==> src/hdl/ssag_pkg.sv <==
// ----------------------------------------------------------------------------
// Strided slice address generator package
// Shared constants, register codes and the word that moves down the divider
// chain.
// ----------------------------------------------------------------------------
package ssag_pkg;

  localparam int IDX_W     = 32;
  localparam int CFG_W     = 64;
  localparam int CFG_IDX_W = 32;
  localparam int REG_SEL_W = 2;

  typedef enum logic [REG_SEL_W-1:0] {
    REG_IN_SHAPE,
    REG_OUT_SHAPE,
    REG_OFFSETS,
    REG_STEPS
  } cfg_reg_t;

  localparam logic [CFG_W-1:0] SHAPE_RESET   = 64'h0001_0001_0001_0001;
  localparam logic [CFG_W-1:0] OFFSETS_RESET = 64'h0000_0000_0000_0000;
  localparam logic [CFG_W-1:0] STEPS_RESET   = 64'h0001_0001_0001_0001;

  typedef struct packed {
    logic             valid;
    logic [IDX_W-1:0] num;
    logic [IDX_W-1:0] r;
    logic [IDX_W-1:0] q;
  } div_word_t;

endpackage

==> src/hdl/ssag_term_cell.sv <==
// ----------------------------------------------------------------------------
// Dimension term cell
// Folds one dimension into the running address: the address so far times the
// dimension size, plus the offset and the signed coordinate times step.
// ----------------------------------------------------------------------------
module ssag_term_cell
  import ssag_pkg::*;
#(
  parameter int DIM_BITS = 16,
  parameter int AW       = 54
) (
  input  logic                 clk,
  input  logic                 rst,
  input  logic                 en,
  input  logic                 valid_in,
  input  logic [IDX_W-1:0]     coord,
  input  logic [IDX_W-1:0]     rem,
  input  logic signed [AW-1:0] acc_in,
  input  logic                 big_in,
  input  logic [DIM_BITS-1:0]  off,
  input  logic [DIM_BITS-1:0]  mag,
  input  logic                 neg,
  input  logic [DIM_BITS-1:0]  isz,
  output logic                 valid_out,
  output logic [IDX_W-1:0]     rem_out,
  output logic signed [AW-1:0] acc_out,
  output logic                 big_out
);

  localparam int TW = IDX_W + DIM_BITS + 2;
  localparam int PW = AW + DIM_BITS + 2;

  logic                          v1, v2;
  logic [IDX_W-1:0]              rem1, rem2;
  logic signed [AW-1:0]          acc1;
  logic                          big1, big2;
  logic [IDX_W+DIM_BITS-1:0]     p1;
  logic signed [AW+DIM_BITS:0]   m2;
  logic signed [TW-1:0]          t2;
  logic signed [TW-1:0]          offx;
  logic signed [TW-1:0]          p1x;
  logic signed [PW-1:0]          v;
  logic [PW-AW+1:0]              hi;
  logic                          big_next;

  assign offx = signed'(TW'(off));
  assign p1x  = signed'(TW'(p1));
  assign v    = m2 + t2;
  assign hi   = v[PW-1:AW-2];
  assign big_next = ((big2 && (isz != '0)) || !((&hi) || (~|hi)));

  always_ff @(posedge clk) begin
    if (rst) begin
      v1        <= 1'b0;
      v2        <= 1'b0;
      valid_out <= 1'b0;
    end else if (en) begin
      v1        <= valid_in;
      v2        <= v1;
      valid_out <= v2;
    end
  end

  always_ff @(posedge clk) begin
    if (en) begin
      p1      <= coord * mag;
      rem1    <= rem;
      acc1    <= acc_in;
      big1    <= big_in;
      m2      <= acc1 * signed'({1'b0, isz});
      t2      <= neg ? (offx - p1x) : (offx + p1x);
      rem2    <= rem1;
      big2    <= big1;
      acc_out <= v[AW-1:0];
      big_out <= big_next;
      rem_out <= rem2;
    end
  end

endmodule
==> config.mk <==
export PLATFORM = sky130hd
export DESIGN_NAME = ssag_term_cell
export DESIGN_NICKNAME = d
export VERILOG_FILES = /design/src/hdl/ssag_pkg.sv /design/src/hdl/ssag_term_cell.sv
export SDC_FILE = /design/constraint.sdc
export NUM_CORES = 2
export LEC_CHECK = 0
export ABC_AREA = 0
export BUFFER_PORTS_ARGS = -buffer_cell sky130_fd_sc_hd__buf_2
export CAP_MARGIN = 0
export CORE_ASPECT_RATIO = 1.1
export CORE_MARGIN = 4
export CORE_UTILIZATION = 59
export CTS_CLUSTER_SIZE = 14
export DETAILED_ROUTE_END_ITERATION = 8
export MAX_ROUTING_LAYER = met4
export PLACE_DENSITY = 0.86
export SLEW_MARGIN = 20
export SYNTH_ARGS = -nofsm -noshare
export SYNTH_HDL_FRONTEND = slang
export SYNTH_SLANG_ARGS = --single-unit
==> constraint.sdc <==
create_clock -name clk -period 7.4 [get_ports clk]
set_clock_uncertainty 0.05 [all_clocks]
set_input_delay 0.74 -clock clk [delete_from_list [all_inputs] [get_ports clk]]
set_output_delay 0.74 -clock clk [all_outputs]
set_load 0.05 [all_outputs]
# ---- Word level (Yosys, flattened, before mapping)
# Cells that the tools add are included.
dict set report word_totals {
  input_bits 172
  ff_bits 379
}
dict set report classes {
  reduce_logical 8
  addsub 3
  mul 2
  muxes 1
}
# operator n
set op_table {}
lappend op_table {{71-bit by 50-bit adder with 72-bit output} 1}
lappend op_table {{54-bit by 17-bit multiplier with 71-bit output} 1}
lappend op_table {{50-bit two-way mux} 1}
lappend op_table {{16-bit by 48-bit adder with 49-bit output} 1}
lappend op_table {{16-bit by 48-bit subtractor with 49-bit output} 1}
lappend op_table {{32-bit by 16-bit multiplier with 48-bit output} 1}
lappend op_table {{20-bit AND reduction} 1}
lappend op_table {{20-bit OR reduction} 1}
lappend op_table {{16-bit nonzero test} 1}
lappend op_table {{1-bit logical NOT} 2}
lappend op_table {{1-bit logical OR} 2}
lappend op_table {{1-bit logical AND} 1}

# ---- Longest topological paths before layout
dict set report depth {
  depth_word 6
  depth_mapped 28
  ltp_nobuf 26
}

# ---- Least setup slack after synthesis
# OpenSTA, ideal clock, no wires.
dict set report synth_path {
  kind {input -> register}
  startpoint {input port isz[8]}
  endpoint {register m2[54], data pin}
  n_path_buf 3
  setup_ps 260
  t_arrival_ps 7314
  cell_stages 28
  path_slack_ps -224
  cell_sequence {clkbuf_1 clkbuf_1 nand2_1 fa_1 inv_1 fa_1 inv_1 fa_1 inv_1 fa_1 fa_1 inv_1 fa_1 inv_1 ha_1 clkbuf_1 a21oi_1 o21ai_0 a211o_1 a31o_2 a21oi_1 o21ai_0 a221oi_1 o21ai_0 a221oi_1 o21ai_0 a21oi_1 xnor2_1}
}
dict set report synth_between {
  elab_chain_cells 1
}
# element line_no
set synth_lines {}
lappend synth_lines {{start, declared} ssag_term_cell.sv:23} ;# input logic [DIM_BITS-1:0] isz,
lappend synth_lines {{54-bit by 17-bit multiplier with 71-bit output} ssag_term_cell.sv:70} ;# m2 <= acc1 * signed'({1'b0, isz});
lappend synth_lines {{end signal, assigned} ssag_term_cell.sv:70}
lappend synth_lines {{end, declared} ssag_term_cell.sv:38} ;# logic signed [AW+DIM_BITS:0] m2;
# Every way passes these cells.
# A chain may end at the register's enable or synchronous reset.

# ---- Worst setup path in the final report
dict set report layout_path {
  startpoint {register acc1[16]}
  endpoint {register m2[67], data pin}
}
dict set report layout_between {
  elab_chain_cells 1
}
# element line_no
set layout_lines {}
lappend layout_lines {{start, declared} ssag_term_cell.sv:35} ;# logic signed [AW-1:0] acc1;
lappend layout_lines {{start signal, assigned} ssag_term_cell.sv:68} ;# acc1 <= acc_in;
lappend layout_lines {{54-bit by 17-bit multiplier with 71-bit output} ssag_term_cell.sv:70}
# Every way passes these cells.

==> metrics <==
routed wirelength normalized by instance count=20.3 um; normalized max-slew margin=24.2%; path class of the lowest-slack min-delay path=in2reg; count of final hold-check violations=0; first-pass GRT wire length=275000 um; top post-synthesis cells by area=sky130_fd_sc_hd__fa_1, sky130_fd_sc_hd__edfxtp_1, sky130_fd_sc_hd__inv_1; number of instances in the synthesized netlist=6640; final wirelength=174000 um; post-route ant nets=0; share of synthesized cell area in and, or, nand and nor gates=15.0%; Max-cap violations=0; final worst path period need=7320 ps; post-route clock period utilization=99.0%; synthesized-area fraction occupied by xor and xnor cells=2.98%; Max Transition Viols Final=0; final setup vio count=0; maximum buffer depth of the clock tree=3; sink of the worst hold path=acc1[22]$_DFFE_PP_; area fraction in compound gates after synthesis=7.31%; number of nets in the layout=8944; portion of the post-synthesis area used by sequential elements=17.9%; post-synthesis cell type count=91; global route overflow=0; CTS Hold Buffers Added=0; via count normalized by instance count=5.72; routability cong.=0.964; core region area=106000 um^2; overall die area=113000 um^2; final setup TNS=0 ps; fraction of synthesis flops using an asynchronous set or reset pin=0%; via count of the first global-routing pass=53300; crit path kind=reg2reg; reg-to-reg slack, setup=80 ps; status=finished, final reports clean; deepest level of the CTS H-tree=2; area share of fa/ha/maj cells after synthesis=46.2%; startpoint of the worst-slack reg-to-reg timing path=acc1[16]$_DFFE_PP_; logic depth of the worst register-to-register path=26; most instantiated cells after synthesis=sky130_fd_sc_hd__inv_1, sky130_fd_sc_hd__fa_1, sky130_fd_sc_hd__nand2_1; worst-path fanout max=7; YS warnings=0; arrival time at the worst endpoint=7620 ps; number of buffers inserted by port buffering=259; end of the worst register-to-register path=m2[67]$_DFFE_PP_; CP Launch Type=register; Syn-to-layout area delta=12.8%; share of cells above drive strength 1=13.2%; Synth Flop Type=sky130_fd_sc_hd__edfxtp_1; hold_ws=232 ps; dominant cell type by area after synthesis=sky130_fd_sc_hd__fa_1; count of flip-flops with a built-in enable after synthesis=376; maximum operating frequency=0.137 GHz; register clock-pin slew on the reported worst setup and hold paths=60 ps; largest net degree at the start of global routing=141; post-DP HPWL=139000 um; largest family of logic cells by synthesized area=adder cells; Util after Layout=67.2%; endpoint class of the critical path=register; number of design rule violations left after detail routing=0; mean area per synthesized cell=9.52 um^2; Synth Register Bits=379; Post-Synthesis Net Count=8414; Via Count=49300; cell count of the worst hold path=1; 1st-iter DRT viols=4138; CTS tree=built; num rows=125; antenna violations before repair=5; # IOs=260; portion of synthesized cell area occupied by the leading cell type=38.6%; number of iterations in the first detailed-routing pass=6; clock latency of the later-clocked register in the worst-skew pair=630 ps; Num Clock Sinks=379; worst hold start=acc_in[22]; unrepaired setup endpoints after global routing=yes; height of the chip=351 um; CP required=7690 ps; multiplexer fraction of the synthesized cell area=0.144%; combined area of all synthesized cells=63200 um^2; number of buffers created by CTS=43; Worst Max-Slew Pin Slew=1140 ps; Chip Width=320 um; Initial Utilization=59.6%; top-count cell post-synth=sky130_fd_sc_hd__inv_1; global-route total usage across every layer=31.7%; root buffer cell=sky130_fd_sc_hd__clkbuf_16
-- routing by layer --
metal | vias up | global-route usage [%] | routed length [um]
met4 | 0 | 16.8 | 10900
met2 | 2540 | 52.3 | 85400
met3 | 802 | 5.18 | 15000
li1 | 21400 | - | -
met1 | 24500 | 37.9 | 63100
met5 | - | - | 0
-- flip-flops by register name, indices dropped and copies added (netlist names) --
register,flops
acc1,54
acc_out,54
big1,1
big2,1
big_out,1
m2,71
p1,48
rem1,32
rem2,32
rem_out,32
t2,50
v1,1
v2,1
valid_out,1
-- final cells by class --
class / instances / area, um^2
Inverter: 1451 / 5450
Sequential cell: 379 / 11400
Antenna cell: 6 / 15.0
Timing Repair Buffer: 779 / 5480
Clock buffer: 46 / 1090
Fill cell: 7716 / 34700
Tap cell: 1397 / 1750
Clock inverter: 33 / 541
Multi-Input combinational cell: 4516 / 45600
-- kinds of logic (layout without fill, tap and decap cells) --
logic type,count (synthesis),in the layout
and+or+nand+nor,1964,1964
buffers and inverters,1745,2309
adders and majority gates,1602,1602
AOI/OAI and AO/OA,727,727
DFF,379,379
xor gates and xnor gates,214,214
muxes,9,9
other,0,6
-- how the worst max path moves through the flow --
stage | from | end | slack, ps | cells after the start
6_report | acc1[16]$_DFFE_PP_ | m2[67]$_DFFE_PP_ | 80 | 26
5_1_grt | acc1[16]$_DFFE_PP_ | m2[69]$_DFFE_PP_ | -170 | 26
4_1_cts | acc1[13]$_DFFE_PP_ | m2[67]$_DFFE_PP_ | -30 | 25
3_5_place_dp | isz[3] | m2[67]$_DFFE_PP_ | -900 | 27
3_3_place_gp | isz[3] | m2[67]$_DFFE_PP_ | -630 | 27
2_1_floorplan | isz[9] | m2[54]$_DFFE_PP_ | -20 | 28
-- critical path, cell delays in order, from the launching register on --
cell	delay (ps)
sky130_fd_sc_hd__edfxtp_1	490
sky130_fd_sc_hd__buf_4	170
sky130_fd_sc_hd__buf_6	100
sky130_fd_sc_hd__buf_4	150
sky130_fd_sc_hd__nand2_1	80
sky130_fd_sc_hd__fa_1	500
sky130_fd_sc_hd__inv_1	50
sky130_fd_sc_hd__fa_1	500
sky130_fd_sc_hd__fa_1	590
sky130_fd_sc_hd__fa_1	450
sky130_fd_sc_hd__fa_1	470
sky130_fd_sc_hd__fa_1	560
sky130_fd_sc_hd__ha_4	220
sky130_fd_sc_hd__buf_4	130
sky130_fd_sc_hd__and3_4	170
sky130_fd_sc_hd__a311oi_2	300
sky130_fd_sc_hd__o22ai_2	160
sky130_fd_sc_hd__o41ai_4	300
sky130_fd_sc_hd__o21ai_2	130
sky130_fd_sc_hd__buf_6	140
sky130_fd_sc_hd__a211oi_2	220
sky130_fd_sc_hd__buf_4	160
sky130_fd_sc_hd__a2111oi_4	70
sky130_fd_sc_hd__a221oi_2	310
sky130_fd_sc_hd__nor3_2	100
sky130_fd_sc_hd__a221o_1	320
sky130_fd_sc_hd__xor2_1	150
-- through the flow --
stage	worst slack, ps	area (um^2)	std cells
floorplan	-16.2	63300	6640
global placement	-631	68700	8464
detailed placement	-897	68700	8464
CTS	-28.6	70400	8548
global route	-167	71300	8604
finish	75.8	71300	8607
-- timing repair --
action	CTS	global route
pin swaps	1	62
gates cloned	0	4
endpoints found under the setup margin	8	15
setup buffers	5	50
gates resized for setup	10	117
-- cell usage in the layout, fill, tap and decap left out, types with 11 or more instances in the layout --
master / n
sky130_fd_sc_hd__xnor2_1: 143
sky130_fd_sc_hd__clkbuf_16: 43
sky130_fd_sc_hd__inv_1: 1443
sky130_fd_sc_hd__o21bai_1: 30
sky130_fd_sc_hd__nor2_1: 145
sky130_fd_sc_hd__and4_1: 11
sky130_fd_sc_hd__and2_1: 536
sky130_fd_sc_hd__buf_4: 477
sky130_fd_sc_hd__o21ai_1: 16
sky130_fd_sc_hd__ha_1: 376
sky130_fd_sc_hd__buf_12: 11
sky130_fd_sc_hd__o211ai_1: 13
sky130_fd_sc_hd__xor2_1: 70
sky130_fd_sc_hd__nor2b_1: 17
sky130_fd_sc_hd__bufinv_16: 11
sky130_fd_sc_hd__fa_1: 1211
sky130_fd_sc_hd__o21ai_0: 120
sky130_fd_sc_hd__nand2_1: 977
sky130_fd_sc_hd__o21a_1: 25
sky130_fd_sc_hd__or3_1: 20
sky130_fd_sc_hd__buf_6: 28
sky130_fd_sc_hd__a31oi_1: 29
sky130_fd_sc_hd__a21oi_1: 237
sky130_fd_sc_hd__nand4_1: 44
sky130_fd_sc_hd__edfxtp_1: 376
sky130_fd_sc_hd__buf_2: 253
sky130_fd_sc_hd__a211oi_1: 17
sky130_fd_sc_hd__nand3_1: 40
sky130_fd_sc_hd__nor3_1: 41
sky130_fd_sc_hd__nand2b_1: 39
sky130_fd_sc_hd__a21o_1: 98
sky130_fd_sc_hd__nor4_1: 14
sky130_fd_sc_hd__and3_1: 21
Power is left out: the tool's default activity adds up to more than one toggle a clock period on the data nets, which glitch-free logic cannot reach.
